$ cat src/hw/rtl/ldc_pkg.sv
package ldc_pkg;

  // Sizes of the slot store and of the entries.
  localparam int unsigned DEPTH  = 16;
  localparam int unsigned SLOT_W = $clog2(DEPTH);
  localparam int unsigned LINK_W = SLOT_W + 1;
  localparam int unsigned CNT_W  = $clog2(DEPTH + 1);
  localparam int unsigned PAY_W  = 32;
  localparam int unsigned FUNC_W = 4;

  typedef logic [SLOT_W-1:0] slot_t;
  typedef logic [LINK_W-1:0] link_t;
  typedef logic [CNT_W-1:0]  cnt_t;
  typedef logic [PAY_W-1:0]  pay_t;

  // A link that points at no slot.
  localparam link_t NIL = link_t'(DEPTH);

  // Operation codes carried on func.
  typedef enum logic [FUNC_W-1:0] {
    OP_PUSH_FRONT = 4'd0,
    OP_PUSH_BACK  = 4'd1,
    OP_POP_FRONT  = 4'd2,
    OP_POP_BACK   = 4'd3,
    OP_START      = 4'd4,
    OP_READ       = 4'd5,
    OP_WRITE      = 4'd6,
    OP_ADVANCE    = 4'd7,
    OP_DELETE     = 4'd8
  } op_e;

  // Error codes reported with each result.
  typedef enum logic [1:0] {
    ERR_NONE   = 2'd0,
    ERR_EMPTY  = 2'd1,
    ERR_FULL   = 2'd2,
    ERR_CURSOR = 2'd3
  } err_e;

  // Commands from the controller to the datapath.
  typedef struct packed {
    logic exec;    // first step of an operation that is carried out
    logic upd;     // second step of an operation that is carried out
    logic finish;  // last cycle of every transaction, result is registered
    op_e  op;
  } cmd_t;

  // Status from the datapath to the controller.
  typedef struct packed {
    logic list_empty;
    logic full;
    logic cur_none;
    logic fol_none;
  } stat_t;

  // A link names a real slot unless it holds the null marker.
  function automatic logic is_slot(link_t x);
    return x != NIL;
  endfunction

endpackage

$ cat src/hw/rtl/ldc_datapath.sv
module ldc_datapath (
  input  logic                clk_i,
  input  logic                rst_ni,
  input  ldc_pkg::cmd_t       cmd_i,
  input  ldc_pkg::pay_t       payload_in_i,
  output ldc_pkg::stat_t      stat_o,
  output ldc_pkg::pay_t       payload_out_o,
  output logic                payload_valid_o,
  output logic                list_empty_o,
  output logic                cursor_done_o,
  output ldc_pkg::cnt_t       entry_count_o
);

  // Slot memories, one write and one registered read per cycle each.
  ldc_pkg::pay_t  pay_mem [ldc_pkg::DEPTH];
  ldc_pkg::link_t nxt_mem [ldc_pkg::DEPTH];
  ldc_pkg::link_t prv_mem [ldc_pkg::DEPTH];

  // Free slot stack, read at the top and written above it.
  ldc_pkg::slot_t free_q [ldc_pkg::DEPTH];

  ldc_pkg::link_t head_q, head_d;
  ldc_pkg::link_t tail_q, tail_d;
  ldc_pkg::link_t cur_q, cur_d;
  ldc_pkg::link_t fol_q, fol_d;
  ldc_pkg::cnt_t  fc_q, fc_d;
  ldc_pkg::link_t s_q, s_d;

  ldc_pkg::pay_t  pay_rd_q;
  ldc_pkg::link_t nxt_rd_q;
  ldc_pkg::link_t prv_rd_q;

  ldc_pkg::pay_t  pay_out_q;
  logic           valid_out_q;
  logic           empty_out_q;
  logic           cdone_out_q;
  ldc_pkg::cnt_t  count_out_q;

  logic           pay_we, nxt_we, prv_we, free_we, rd_en;
  ldc_pkg::slot_t pay_wa, nxt_wa, prv_wa, free_wa, rd_addr;
  ldc_pkg::pay_t  pay_wd;
  ldc_pkg::link_t nxt_wd, prv_wd;
  ldc_pkg::slot_t free_wd;
  ldc_pkg::cnt_t  fc_m1;
  ldc_pkg::slot_t take_slot;
  ldc_pkg::pay_t  pay_res;
  logic           valid_res;

  assign fc_m1     = fc_q - ldc_pkg::cnt_t'(1);
  assign take_slot = free_q[fc_m1[ldc_pkg::SLOT_W-1:0]];

  assign stat_o.list_empty = !ldc_pkg::is_slot(head_q);
  assign stat_o.full       = (fc_q == '0);
  assign stat_o.cur_none   = !ldc_pkg::is_slot(cur_q);
  assign stat_o.fol_none   = !ldc_pkg::is_slot(fol_q);

  // Step logic: the first step reads or fills a slot, the second relinks.
  always_comb begin
    head_d    = head_q;
    tail_d    = tail_q;
    cur_d     = cur_q;
    fol_d     = fol_q;
    fc_d      = fc_q;
    s_d       = s_q;
    pay_we    = 1'b0;
    pay_wa    = '0;
    pay_wd    = payload_in_i;
    nxt_we    = 1'b0;
    nxt_wa    = '0;
    nxt_wd    = ldc_pkg::NIL;
    prv_we    = 1'b0;
    prv_wa    = '0;
    prv_wd    = ldc_pkg::NIL;
    free_we   = 1'b0;
    free_wa   = fc_q[ldc_pkg::SLOT_W-1:0];
    free_wd   = s_q[ldc_pkg::SLOT_W-1:0];
    rd_en     = 1'b0;
    rd_addr   = '0;
    pay_res   = '0;
    valid_res = 1'b0;

    if (cmd_i.exec) begin
      case (cmd_i.op)
        ldc_pkg::OP_PUSH_FRONT, ldc_pkg::OP_PUSH_BACK: begin
          s_d    = {1'b0, take_slot};
          fc_d   = fc_m1;
          pay_we = 1'b1;
          pay_wa = take_slot;
          nxt_we = 1'b1;
          nxt_wa = take_slot;
          prv_we = 1'b1;
          prv_wa = take_slot;
          if (cmd_i.op == ldc_pkg::OP_PUSH_FRONT) begin
            nxt_wd = head_q;
          end else begin
            prv_wd = tail_q;
          end
        end
        ldc_pkg::OP_POP_FRONT: begin
          rd_en   = 1'b1;
          rd_addr = head_q[ldc_pkg::SLOT_W-1:0];
          s_d     = head_q;
        end
        ldc_pkg::OP_POP_BACK: begin
          rd_en   = 1'b1;
          rd_addr = tail_q[ldc_pkg::SLOT_W-1:0];
          s_d     = tail_q;
        end
        ldc_pkg::OP_START: begin
          rd_en   = 1'b1;
          rd_addr = head_q[ldc_pkg::SLOT_W-1:0];
        end
        ldc_pkg::OP_READ, ldc_pkg::OP_DELETE: begin
          rd_en   = 1'b1;
          rd_addr = cur_q[ldc_pkg::SLOT_W-1:0];
          s_d     = cur_q;
        end
        ldc_pkg::OP_WRITE: begin
          pay_we = 1'b1;
          pay_wa = cur_q[ldc_pkg::SLOT_W-1:0];
        end
        ldc_pkg::OP_ADVANCE: begin
          rd_en   = 1'b1;
          rd_addr = fol_q[ldc_pkg::SLOT_W-1:0];
        end
        default: begin
        end
      endcase
    end

    if (cmd_i.upd) begin
      case (cmd_i.op)
        ldc_pkg::OP_PUSH_FRONT: begin
          if (ldc_pkg::is_slot(head_q)) begin
            prv_we = 1'b1;
            prv_wa = head_q[ldc_pkg::SLOT_W-1:0];
            prv_wd = s_q;
          end else begin
            tail_d = s_q;
          end
          head_d = s_q;
        end
        ldc_pkg::OP_PUSH_BACK: begin
          if (ldc_pkg::is_slot(tail_q)) begin
            nxt_we = 1'b1;
            nxt_wa = tail_q[ldc_pkg::SLOT_W-1:0];
            nxt_wd = s_q;
          end else begin
            head_d = s_q;
          end
          tail_d = s_q;
        end
        ldc_pkg::OP_POP_FRONT, ldc_pkg::OP_POP_BACK, ldc_pkg::OP_DELETE: begin
          // Unlink the slot and return it to the free stack.
          if (ldc_pkg::is_slot(prv_rd_q)) begin
            nxt_we = 1'b1;
            nxt_wa = prv_rd_q[ldc_pkg::SLOT_W-1:0];
            nxt_wd = nxt_rd_q;
          end else begin
            head_d = nxt_rd_q;
          end
          if (ldc_pkg::is_slot(nxt_rd_q)) begin
            prv_we = 1'b1;
            prv_wa = nxt_rd_q[ldc_pkg::SLOT_W-1:0];
            prv_wd = prv_rd_q;
          end else begin
            tail_d = prv_rd_q;
          end
          free_we = 1'b1;
          fc_d    = fc_q + ldc_pkg::cnt_t'(1);
          if (cmd_i.op == ldc_pkg::OP_DELETE) begin
            fol_d = nxt_rd_q;
            cur_d = ldc_pkg::NIL;
          end else begin
            // A pop keeps the cursor off the removed slot.
            pay_res   = pay_rd_q;
            valid_res = 1'b1;
            if (cur_q == s_q) begin
              cur_d = ldc_pkg::NIL;
              fol_d = ldc_pkg::NIL;
            end else if (fol_q == s_q) begin
              fol_d = nxt_rd_q;
            end
          end
        end
        ldc_pkg::OP_START: begin
          cur_d = head_q;
          fol_d = ldc_pkg::is_slot(head_q) ? nxt_rd_q : ldc_pkg::NIL;
        end
        ldc_pkg::OP_READ: begin
          pay_res   = pay_rd_q;
          valid_res = 1'b1;
        end
        ldc_pkg::OP_ADVANCE: begin
          cur_d = fol_q;
          fol_d = ldc_pkg::is_slot(fol_q) ? nxt_rd_q : ldc_pkg::NIL;
        end
        default: begin
        end
      endcase
    end
  end

  // Slot memories.
  always_ff @(posedge clk_i) begin
    if (pay_we) begin
      pay_mem[pay_wa] <= pay_wd;
    end
    if (nxt_we) begin
      nxt_mem[nxt_wa] <= nxt_wd;
    end
    if (prv_we) begin
      prv_mem[prv_wa] <= prv_wd;
    end
    if (rd_en) begin
      pay_rd_q <= pay_mem[rd_addr];
      nxt_rd_q <= nxt_mem[rd_addr];
      prv_rd_q <= prv_mem[rd_addr];
    end
  end

  // Free stack, filled with every slot number at reset.
  always_ff @(posedge clk_i or negedge rst_ni) begin
    if (!rst_ni) begin
      for (int i = 0; i < ldc_pkg::DEPTH; i++) begin
        free_q[i] <= ldc_pkg::slot_t'(ldc_pkg::DEPTH - 1 - i);
      end
    end else if (free_we) begin
      free_q[free_wa] <= free_wd;
    end
  end

  // List pointers, cursor and free count.
  always_ff @(posedge clk_i or negedge rst_ni) begin
    if (!rst_ni) begin
      head_q <= ldc_pkg::NIL;
      tail_q <= ldc_pkg::NIL;
      cur_q  <= ldc_pkg::NIL;
      fol_q  <= ldc_pkg::NIL;
      fc_q   <= ldc_pkg::cnt_t'(ldc_pkg::DEPTH);
      s_q    <= ldc_pkg::NIL;
    end else begin
      head_q <= head_d;
      tail_q <= tail_d;
      cur_q  <= cur_d;
      fol_q  <= fol_d;
      fc_q   <= fc_d;
      s_q    <= s_d;
    end
  end

  // Result registers, loaded in the last cycle of each transaction.
  always_ff @(posedge clk_i or negedge rst_ni) begin
    if (!rst_ni) begin
      valid_out_q <= 1'b0;
      empty_out_q <= 1'b1;
      cdone_out_q <= 1'b1;
      count_out_q <= '0;
    end else if (cmd_i.finish) begin
      valid_out_q <= valid_res;
      empty_out_q <= !ldc_pkg::is_slot(head_d);
      cdone_out_q <= !ldc_pkg::is_slot(cur_d);
      count_out_q <= ldc_pkg::cnt_t'(ldc_pkg::DEPTH) - fc_d;
    end
  end

  always_ff @(posedge clk_i) begin
    if (cmd_i.finish) begin
      pay_out_q <= pay_res;
    end
  end

  assign payload_out_o   = pay_out_q;
  assign payload_valid_o = valid_out_q;
  assign list_empty_o    = empty_out_q;
  assign cursor_done_o   = cdone_out_q;
  assign entry_count_o   = count_out_q;

endmodule

$ cat src/hw/rtl/ldc_ctrl.sv
module ldc_ctrl (
  input  logic                        clk_i,
  input  logic                        rst_ni,
  input  logic                        start,
  input  logic [ldc_pkg::FUNC_W-1:0]  func_i,
  input  ldc_pkg::stat_t              stat_i,
  output logic                        busy,
  output ldc_pkg::cmd_t               cmd_o,
  output logic                        done_o,
  output logic [1:0]                  error_code_o
);

  typedef enum logic {
    ST_IDLE,
    ST_UPD
  } state_e;

  state_e         state_q;
  ldc_pkg::op_e   op_q;
  logic           act_q;
  ldc_pkg::err_e  err_q;
  ldc_pkg::err_e  err_out_q;
  logic           done_q;

  logic           accept;
  logic           known;
  ldc_pkg::err_e  err_d;
  logic           act_d;

  assign accept = start && (state_q == ST_IDLE);

  // Error check of the incoming operation against the current list state.
  always_comb begin
    known = 1'b1;
    err_d = ldc_pkg::ERR_NONE;
    case (func_i)
      ldc_pkg::OP_PUSH_FRONT, ldc_pkg::OP_PUSH_BACK: begin
        if (stat_i.full) begin
          err_d = ldc_pkg::ERR_FULL;
        end
      end
      ldc_pkg::OP_POP_FRONT, ldc_pkg::OP_POP_BACK: begin
        if (stat_i.list_empty) begin
          err_d = ldc_pkg::ERR_EMPTY;
        end
      end
      ldc_pkg::OP_START: begin
      end
      ldc_pkg::OP_READ, ldc_pkg::OP_WRITE, ldc_pkg::OP_DELETE: begin
        if (stat_i.cur_none) begin
          err_d = ldc_pkg::ERR_CURSOR;
        end
      end
      ldc_pkg::OP_ADVANCE: begin
        if (stat_i.cur_none && stat_i.fol_none) begin
          err_d = ldc_pkg::ERR_CURSOR;
        end
      end
      default: begin
        known = 1'b0;
      end
    endcase
    act_d = known && (err_d == ldc_pkg::ERR_NONE);
  end

  // Commands: the first step runs in the accept cycle, the second one after.
  always_comb begin
    cmd_o.exec   = accept && act_d;
    cmd_o.upd    = (state_q == ST_UPD) && act_q;
    cmd_o.finish = (state_q == ST_UPD);
    cmd_o.op     = accept ? ldc_pkg::op_e'(func_i) : op_q;
  end

  // State and registered outputs.
  always_ff @(posedge clk_i or negedge rst_ni) begin
    if (!rst_ni) begin
      state_q   <= ST_IDLE;
      op_q      <= ldc_pkg::OP_PUSH_FRONT;
      act_q     <= 1'b0;
      err_q     <= ldc_pkg::ERR_NONE;
      err_out_q <= ldc_pkg::ERR_NONE;
      done_q    <= 1'b0;
    end else begin
      done_q <= 1'b0;
      case (state_q)
        ST_IDLE: begin
          if (accept) begin
            op_q    <= ldc_pkg::op_e'(func_i);
            act_q   <= act_d;
            err_q   <= err_d;
            state_q <= ST_UPD;
          end
        end
        ST_UPD: begin
          err_out_q <= err_q;
          done_q    <= 1'b1;
          state_q   <= ST_IDLE;
        end
        default: begin
          state_q <= ST_IDLE;
        end
      endcase
    end
  end

  assign busy         = (state_q == ST_UPD);
  assign done_o       = done_q;
  assign error_code_o = err_out_q;

endmodule

$ cat src/hw/rtl/linked_deque_with_cursor.sv
// Linked deque with cursor: a list of up to 16 entries of 32 bits, kept in
// linked slots with a free slot stack, pushed and popped at either end and
// walked from front to back by a cursor that can read, overwrite or delete.
// Command channel: a transaction is taken at a rising edge with start high and
// busy low; func_i selects the operation and payload_in_i carries push or
// write data. busy is high in the cycle after each accepted transaction.
// Result channel: done_o is registered from the controller's ST_UPD state; it
// rises as busy falls and is high for exactly one cycle, and the result is taken
// while it is high, with payload, flags, entry count and error code beside it.
// The receiver cannot stall it; results are never held back.
// An operation is not overlapped with the next one: its first step reads or fills
// a slot through the synchronous slot memories, its second relinks the
// neighbors and loads the result registers. A new command may be taken in the
// same cycle in which the previous result is shown.
// Reset (rst_ni low, asynchronous) empties the list, clears the cursor and
// refills the free stack at once; slot contents stay undefined until written.
module linked_deque_with_cursor (
  input  logic                        clk_i,
  input  logic                        rst_ni,
  input  logic                        start,
  output logic                        busy,
  input  logic [ldc_pkg::FUNC_W-1:0]  func_i,
  input  logic [ldc_pkg::PAY_W-1:0]   payload_in_i,
  output logic                        done_o,
  output logic [ldc_pkg::PAY_W-1:0]   payload_out_o,
  output logic                        payload_valid_o,
  output logic                        list_empty_o,
  output logic                        cursor_done_o,
  output logic [ldc_pkg::CNT_W-1:0]   entry_count_o,
  output logic [1:0]                  error_code_o
);

  ldc_pkg::cmd_t  cmd;
  ldc_pkg::stat_t stat;

  // Sequencing of each operation.
  ldc_ctrl u_ctrl (
    .clk_i        (clk_i),
    .rst_ni       (rst_ni),
    .start        (start),
    .func_i       (func_i),
    .stat_i       (stat),
    .busy         (busy),
    .cmd_o        (cmd),
    .done_o       (done_o),
    .error_code_o (error_code_o)
  );

  // Slot memories, list pointers and result registers.
  ldc_datapath u_datapath (
    .clk_i           (clk_i),
    .rst_ni          (rst_ni),
    .cmd_i           (cmd),
    .payload_in_i    (payload_in_i),
    .stat_o          (stat),
    .payload_out_o   (payload_out_o),
    .payload_valid_o (payload_valid_o),
    .list_empty_o    (list_empty_o),
    .cursor_done_o   (cursor_done_o),
    .entry_count_o   (entry_count_o)
  );

endmodule

$ cat config.mk
export PLATFORM = sky130hd
export DESIGN_NAME = linked_deque_with_cursor
export DESIGN_NICKNAME = d
export VERILOG_FILES = /design/src/hw/rtl/ldc_pkg.sv /design/src/hw/rtl/ldc_datapath.sv /design/src/hw/rtl/ldc_ctrl.sv /design/src/hw/rtl/linked_deque_with_cursor.sv
export SDC_FILE = /design/constraint.sdc
export NUM_CORES = 1
export LEC_CHECK = 0
export BUFFER_PORTS_ARGS = -buffer_cell sky130_fd_sc_hd__buf_2
export CAP_MARGIN = 20
export CORE_ASPECT_RATIO = 2
export CORE_MARGIN = 4
export CORE_UTILIZATION = 49
export DETAILED_ROUTE_END_ITERATION = 8
export PLACE_DENSITY = 0.67
export SLEW_MARGIN = 20
export SYNTH_ARGS = -nofsm -noshare
export SYNTH_HDL_FRONTEND = slang
export SYNTH_SLANG_ARGS = --single-unit
export TNS_END_PERCENT = 30
$ cat constraint.sdc
create_clock -name clk_i -period 6.1 [get_ports clk_i]
set_input_delay 0.61 -clock clk_i [delete_from_list [all_inputs] [get_ports clk_i]]
set_output_delay 0.61 -clock clk_i [all_outputs]
set_load 0.01 [all_outputs]
==> results of run 1 <==
-- synthesized netlist by cell type (7+ instances only) --
cell type  count
a31oi_1       47
mux2_2       115
o21ai_0       72
nor3_1        15
nand2b_1      13
nor2b_1       10
mux2i_1      224
a21o_1        42
buf_6          7
a22oi_1       24
edfxtp_1     746
nor4_1         8
nand2_1       75
o22ai_1       41
dfstp_2       40
nor2_1        89
and2_1        39
o211a_1       39
a222oi_1      37
a221o_1       75
clkbuf_1      81
inv_1         15
a22o_1         7
o211ai_1       7
a21oi_1       27
buf_2         30
xnor2_1       11
dfrtp_1       73
nand3_1       25
mux4_2        16
buf_4          9
-- through the flow --
step	instances	instance area (um2)	total power [mW]	utilization, %	setup slack (ns)
6_report	3267	40000	13.8	55.6	1.24
3_5_place_dp	3130	37400	8.99	52.1	1.26
5_1_grt	3266	40000	14.3	55.6	1.04
3_3_place_gp	3130	37400	8.94	52.1	1.32
2_1_floorplan	2199	35600	8.24	-	0.116
4_1_cts	3266	40000	13.9	55.6	1.34
-- metal layers --
layer	part of all wire [%]	track usage, %	routed length (um)	up-vias
li1	-	-	-	9023
met3	5.2	3.63	4970	281
met5	0.063	0	60	-
met4	5.8	12.8	5500	8
met1	34	26.2	32200	10700
met2	55	45.9	52700	855
-- path summary, 6_finish.rpt --
kind | endpoint | from | cells after the start | slack [ns]
max | u_datapath.pay_mem[5][6] | u_datapath.fc_q[1] | 11 | 1.24
min | u_datapath.free_q[48] | rst_ni | 1 | 0.06
max reg2reg | u_datapath.pay_mem[5][6] | u_datapath.fc_q[1] | 11 | 1.24
min reg2reg | u_datapath.payload_valid_o | u_datapath.payload_valid_o | 1 | 0.48
max in group asynchronous | u_ctrl.busy | rst_ni | 2 | 4.79
min in group clk_i | u_datapath.pay_mem[9][14] | payload_in_i[14] | 1 | 0.33
-- state kept, by name, indices dropped and copies added, names as in the netlist, 2 cells and up --
register,count
u_datapath.fc_q,5
u_datapath.entry_count_o,5
u_datapath.prv_mem,80
u_datapath.cur_q,5
u_datapath.head_q,5
u_datapath.nxt_rd_q,5
u_datapath.tail_q,5
u_datapath.pay_mem,512
u_datapath.free_q,64
u_datapath.pay_rd_q,32
u_datapath.payload_out_o,32
u_datapath.prv_rd_q,5
u_ctrl.error_code_o,2
u_ctrl.op_q,4
u_ctrl.err_q,2
u_datapath.nxt_mem,80
u_datapath.fol_q,5
u_datapath.s_q,5
-- logic make-up (layout without fill, tap and decap cells) --
logic type | after synthesis | count (layout) | share of synthesized area (%)
flops | 859 | 859 | 71.1
compound gates | 490 | 490 | 10.8
mux | 360 | 360 | 11.2
simple gates | 314 | 314 | 4.33
buf+inv | 153 | 304 | 1.97
xor+xnor | 17 | 17 | 0.418
fa+ha+maj | 6 | 6 | 0.211
other cells | 0 | 1 | 0
-- worst max-delay path, stage by stage (launching register included) --
cell      delay [ns]
dfrtp_1         0.44
inv_1           0.12
ha_1            0.78
mux4_2          0.40
nor2b_1         0.14
a211oi_1        0.20
a21oi_1         0.16
nand2_1         0.21
a21boi_0        0.61
nand2b_1        0.40
nor2_4          0.74
buf_4           0.33
-- report_power, final --
group          internal [mW]  total (mW)  switching, mW
Sequential              6.66        6.92          0.253
Combinational          0.724        1.96           1.23
Clock                   2.77        4.93           2.16
Total                   10.2        13.8           3.65
-- area by class of cell --
class / count / area [um2]
antenna: 1 / 2.50
clock buffer: 92 / 2050
clock inverter: 44 / 514
fill: 5620 / 31900
inverter: 19 / 73.8
multi-input combinational: 1187 / 9810
sequential: 859 / 25300
tap: 916 / 1150
timing repair buffer: 149 / 1090
==> results.md, run 1 <==
* Sequential cell area fraction in the yosys report at 71.1%
* GPL Wtd Cong at 0.970
* Site Rows at 139
* Remaining global-route overflow at 0
* Fmax at 206 MHz
* Post-synth EDFFs at 746
* # DRC at 0
* 1st-pass router iterations at 7
* Mapped Nets at 2244
* Most frequent cells in the layout: edfxtp_1 (746), mux2i_1 (224), mux2_2 (115)
* Via count at 20800
* Clock latency on the worst-skew pair at 0.66 ns
* Wirelength, routed at 95400 um
* Resize count post-CTS at 0
* Starting Density at 49.5%
* Clock Skew at 0.0302 ns
* First-pass GRT wire length at 140000 um
* Pwr/cell area at 345 nW/um2
* CP Launch Type: flip-flop
* Clk slew on worst S/H paths at 0.07 ns
* Core area at 71800 um2
* Vias per cell at 6.38
* Initial antenna violation count at 5
* Final hold slack at 0.0555 ns
* Period minus WS final at 4.86 ns
* FFs w/ async S/R, synth at 13.2%
* Worst hold-check path type: input pin to asynchronous set/reset pin
* Final Cycle Share at 79.7%
* CTS Sinks at 859
* CTS tree: done
* Worst Path Max Fanout at 18
* Worst slew margin at 23.3%
* Synth Flop Type: edfxtp_1
* RSZ-0062 raised after global routing: false
* Worst setup EP type: flip-flop
* Gate Count Post-Synth at 2199
* Port bufs at 82
* Iter 0 DRT Violations at 1610
* Nets at 2336
* Postcts setup bufs at 0
* Synth area leader: edfxtp_1
* Clock buffer count from CTS at 75
* Synthesized cell area at 35600 um2
* Final setup violation count at 0
* Netlist cell types at 82
* Critical Setup Path Class: flip-flop to flip-flop
* Area grow syn2layout at 12.3%
* Hold Fails Final Rpt at 0
* Synthesis-stage register bit count at 859
* Die area at 77200 um2
* Run status: completed
* Pin count of the biggest net entering global routing at 87
* Final ANT Viol Nets at 0
* CTS Buffer Depth at 3
* Slew @ Worst Pin at 1.15 ns
* Arrival time worst endpoint at 5.22 ns
* Io pins at 83
* Ranking of synthesized cells by area: edfxtp_1 (63%), mux2i_1 (6.3%), dfrtp_1 (5.1%)
* Leak at 15.3 nW
* Root Buffer: clkbuf_16
* Max Cap Violations at 0
* Vias in the first global route at 21900
* Setup Total Neg Slack at 0 ns
* Routed length per instance at 29.2 um
* Dpl hpwl at 60300 um
* Top cell type's share of synthesized area at 63.0%
* Commonest non-fill, non-tap cell in the layout: edfxtp_1
* Chip height at 389 um
* Max-slew violation count at 0
* CTS Hold Bufs at 0
* Layout cells sized above 1 at 21.1%
* Synth Area per Inst at 16.2 um2
* VDD IR-drop max at 0.256 mV
* Yosys warns at 0
* Die width at 199 um
* Htree depth at 3
* Total global routing track utilization at 24.5%
* CP required at 6.46 ns
Power figures use the tool's default switching activity.
==> run 2: changes to the inputs <==
--- a/config.mk
+++ b/config.mk
@@ -11,7 +11,6 @@
 export CORE_MARGIN = 4
 export CORE_UTILIZATION = 49
 export DETAILED_ROUTE_END_ITERATION = 8
-export PLACE_DENSITY = 0.67
 export SLEW_MARGIN = 20
 export SYNTH_ARGS = -nofsm -noshare
 export SYNTH_HDL_FRONTEND = slang
==> constraint.sdc (replaced) <==
create_clock -name clk_i -period 4.5 [get_ports clk_i]
set_input_delay 0.45 -clock clk_i [delete_from_list [all_inputs] [get_ports clk_i]]
set_output_delay 0.45 -clock clk_i [all_outputs]
set_load 0.01 [all_outputs]
==> run 2 against run 1 <==
Effect of this change: hold slack better by 0.13 ns; highest routed layer unchanged; register-to-register slack got worse by 1.2 ns; power increased by 36%; count of clock-buffer cells in the layout increased by 4; largest cell class unchanged; maximum frequency up 9.7%; routed wire length increased by 8.0%.
==> results.md, run 2 (same netlist as run 1, synthesis figures left out) <==
* Final ANT Viol Nets at 0
* Io pins at 83
* Slew @ Worst Pin at 1.06 ns
* Multi-input gate area at 9830 um2
* Dpl hpwl at 66400 um
* Routed length per instance at 30.9 um
* Clk slew on worst S/H paths at 0.07 ns
* Sequential Power Share at 49.5%
* Max Cap Violations at 0
* Pwr/cell area at 465 nW/um2
* Clock Skew at 0.0221 ns
* # DRC at 0
* Vias in the first global route at 22400
* Initial antenna violation count at 1
* Vias per cell at 6.37
* Core area at 71800 um2
* RSZ-0062 raised after global routing: true
* Finished Layout Cells at 3340
* Remaining global-route overflow at 0
* First-pass GRT wire length at 150000 um
* Clock latency on the worst-skew pair at 0.65 ns
* CTS tree: done
* Wirelength, routed at 103000 um
* Setup Total Neg Slack at 0 ns
* Flop2flop setup slack at 0.07 ns
* Cell family with most CP delay: simple AND/OR/NAND/NOR gates
* Iter 0 DRT Violations at 1544
* Hold Fails Final Rpt at 0
* Setup Slack @ Placement at -0.162 ns
* Run status: completed
* Area grow syn2layout at 13.7%
* Die width at 199 um
* Crit-path cells: nor2_1 > nor4bb_1 > o21a_1 > or3_1 > nor4_1 > a21boi_1 > or2_1 > nor3_4 > buf_4
* Chip height at 389 um
* Total global routing track utilization at 26.5%
* Internal power at 13.7 mW
* Layout cells sized above 1 at 23.1%
* Via count at 21300
* Hold Path End: u_datapath.pay_mem[6][29]
* Worst Path Max Fanout at 32
* RR Startpoint: u_datapath.fc_q[3]
* Period minus WS final at 4.43 ns
* Max reg flops at 512
* Clock buffer count from CTS at 75
* CTS Buffer Depth at 3
* Placed Cells at 3203
* ANT cells at 0
* Clock power share at 34.2%
* Register bank with the most flops: u_datapath.pay_mem
* Crit Reg-Reg Endpoint: u_datapath.pay_mem[12][11]
* Starting Density at 49.5%
* Final setup violation count at 0
* Htree depth at 3
* Worst slew margin at 28.5%
* Buf/Inv on CP at 1
* Pin count of the biggest net entering global routing at 114
* CTS Sinks at 859
* Comb pwr share at 16.3%
* Site Rows at 139
* R2R depth at 9
* Max-slew violation count at 0
* CP max stage cell: nor4_1
* Sw Pwr at 5.14 mW
* Arrival time worst endpoint at 4.72 ns
* Commonest non-fill, non-tap cell in the layout: edfxtp_1
* Sw Ratio at 27.3%
* Fmax at 226 MHz
* Critical Setup Path Class: flip-flop to flip-flop
* VDD IR-drop max at 0.359 mV
* Most frequent cells in the layout: edfxtp_1 (746), mux2i_1 (224), buf_4 (118)
* Root Buffer: clkbuf_16
* Worst setup EP type: flip-flop
* Die area at 77200 um2
* Fillers at 5687
* Final Cycle Share at 98.5%
* Hold_sp: payload_in_i[29]
* Setup ws final at 0.0696 ns
* Final Power at 18.8 mW
* 1st-pass router iterations at 6
* GPL Wtd Cong at 0.947
* Min-Delay Path Depth at 1
* Nets at 2410
* Register area at 25300 um2
* Port bufs at 82
* Largest stage delay on the critical path at 0.70 ns
* Leak at 15.5 nW
* Worst hold-check path type: input pin to flip-flop
* CP required at 4.79 ns
* Final hold slack at 0.183 ns
* CP Launch Type: flip-flop
* Biggest regs: u_datapath.pay_mem (512), u_datapath.nxt_mem (80), u_datapath.prv_mem (80)
==> run 2: cell count changes in the layout (fill, tap and decap cells not counted), sizes merged <==
cell         delta
bufinv          -2
clkbuf          +4
buf            +73
inv             -2
dlygate4sd3     +1
diode           -1
==> run 2: layout make-up <==
class	instances	share of cell area [%]
well taps	916	2.83
multi-input cells	1187	24.3
flip-flops and latches	859	62.5
clock inverters	40	0.947
clock buffers	96	4.99
inverters	19	0.183
repair buffers	223	4.25
==> run 2: worst register-to-register path, stage by stage, from the launching register on <==
cell	delay, ns
dfrtp_1	0.66
nor2_1	0.29
nor4bb_1	0.25
o21a_1	0.25
or3_1	0.38
nor4_1	0.70
a21boi_1	0.33
or2_1	0.44
nor3_4	0.16
buf_4	0.57
==> run 2: through the flow <==
stage / utilization [%] / instance area (um2)
floorplan: - / 35600
global placement: 52.9 / 38000
detailed placement: 52.9 / 38000
CTS: 56.3 / 40400
global route: 56.3 / 40400
finish: 56.3 / 40400
==> run 2: layer usage <==
layer	up-vias	track usage, %	part of all wire [%]
met5	-	0	0.0068
met4	2	14.8	6.1
met3	279	3.80	5.1
met2	854	49.2	55
met1	11000	28.5	34
li1	9166	-	-
==> run 2: worst max path at each step <==
| stage | slack, ns | endpoint | depth (start not counted) | startpoint |
|---|---|---|---|---|
| after global placement | -0.07 | u_datapath.pay_mem[11][5] | 12 | u_datapath.fc_q[1] |
| final | 0.07 | u_datapath.pay_mem[12][11] | 9 | u_datapath.fc_q[3] |
| after detailed placement | -0.16 | u_datapath.pay_mem[10][9] | 12 | u_datapath.fc_q[1] |
| after floorplan | -0.28 | u_datapath.pay_mem[1][0] | 12 | u_datapath.fc_q[0] |
| after global routing | -0.10 | u_datapath.pay_mem[12][5] | 12 | u_datapath.fc_q[1] |
| after CTS | 0.02 | u_datapath.pay_mem[12][31] | 12 | u_datapath.fc_q[1] |
==> run 2: repair_timing <==
item	in CTS	in global routing
endpoints found under the hold margin	73	0
hold buffers	1	0
setup endpoints to repair	245	271
cloned	0	0
pin swaps	0	0
buffers inserted	0	0
resized for setup	3	10
==> run 2: power by group through the flow <==
| stage | clock, mW | combinational [mW] | sequential, mW |
|---|---|---|---|
| floorplan | 0 | 1.77 | 9.40 |
| finish | 6.44 | 3.06 | 9.32 |
| detailed placement | 0 | 3.05 | 9.48 |
| global route | 6.86 | 3.24 | 9.34 |
| CTS | 6.56 | 3.06 | 9.31 |
| global placement | 0 | 3.02 | 9.47 |
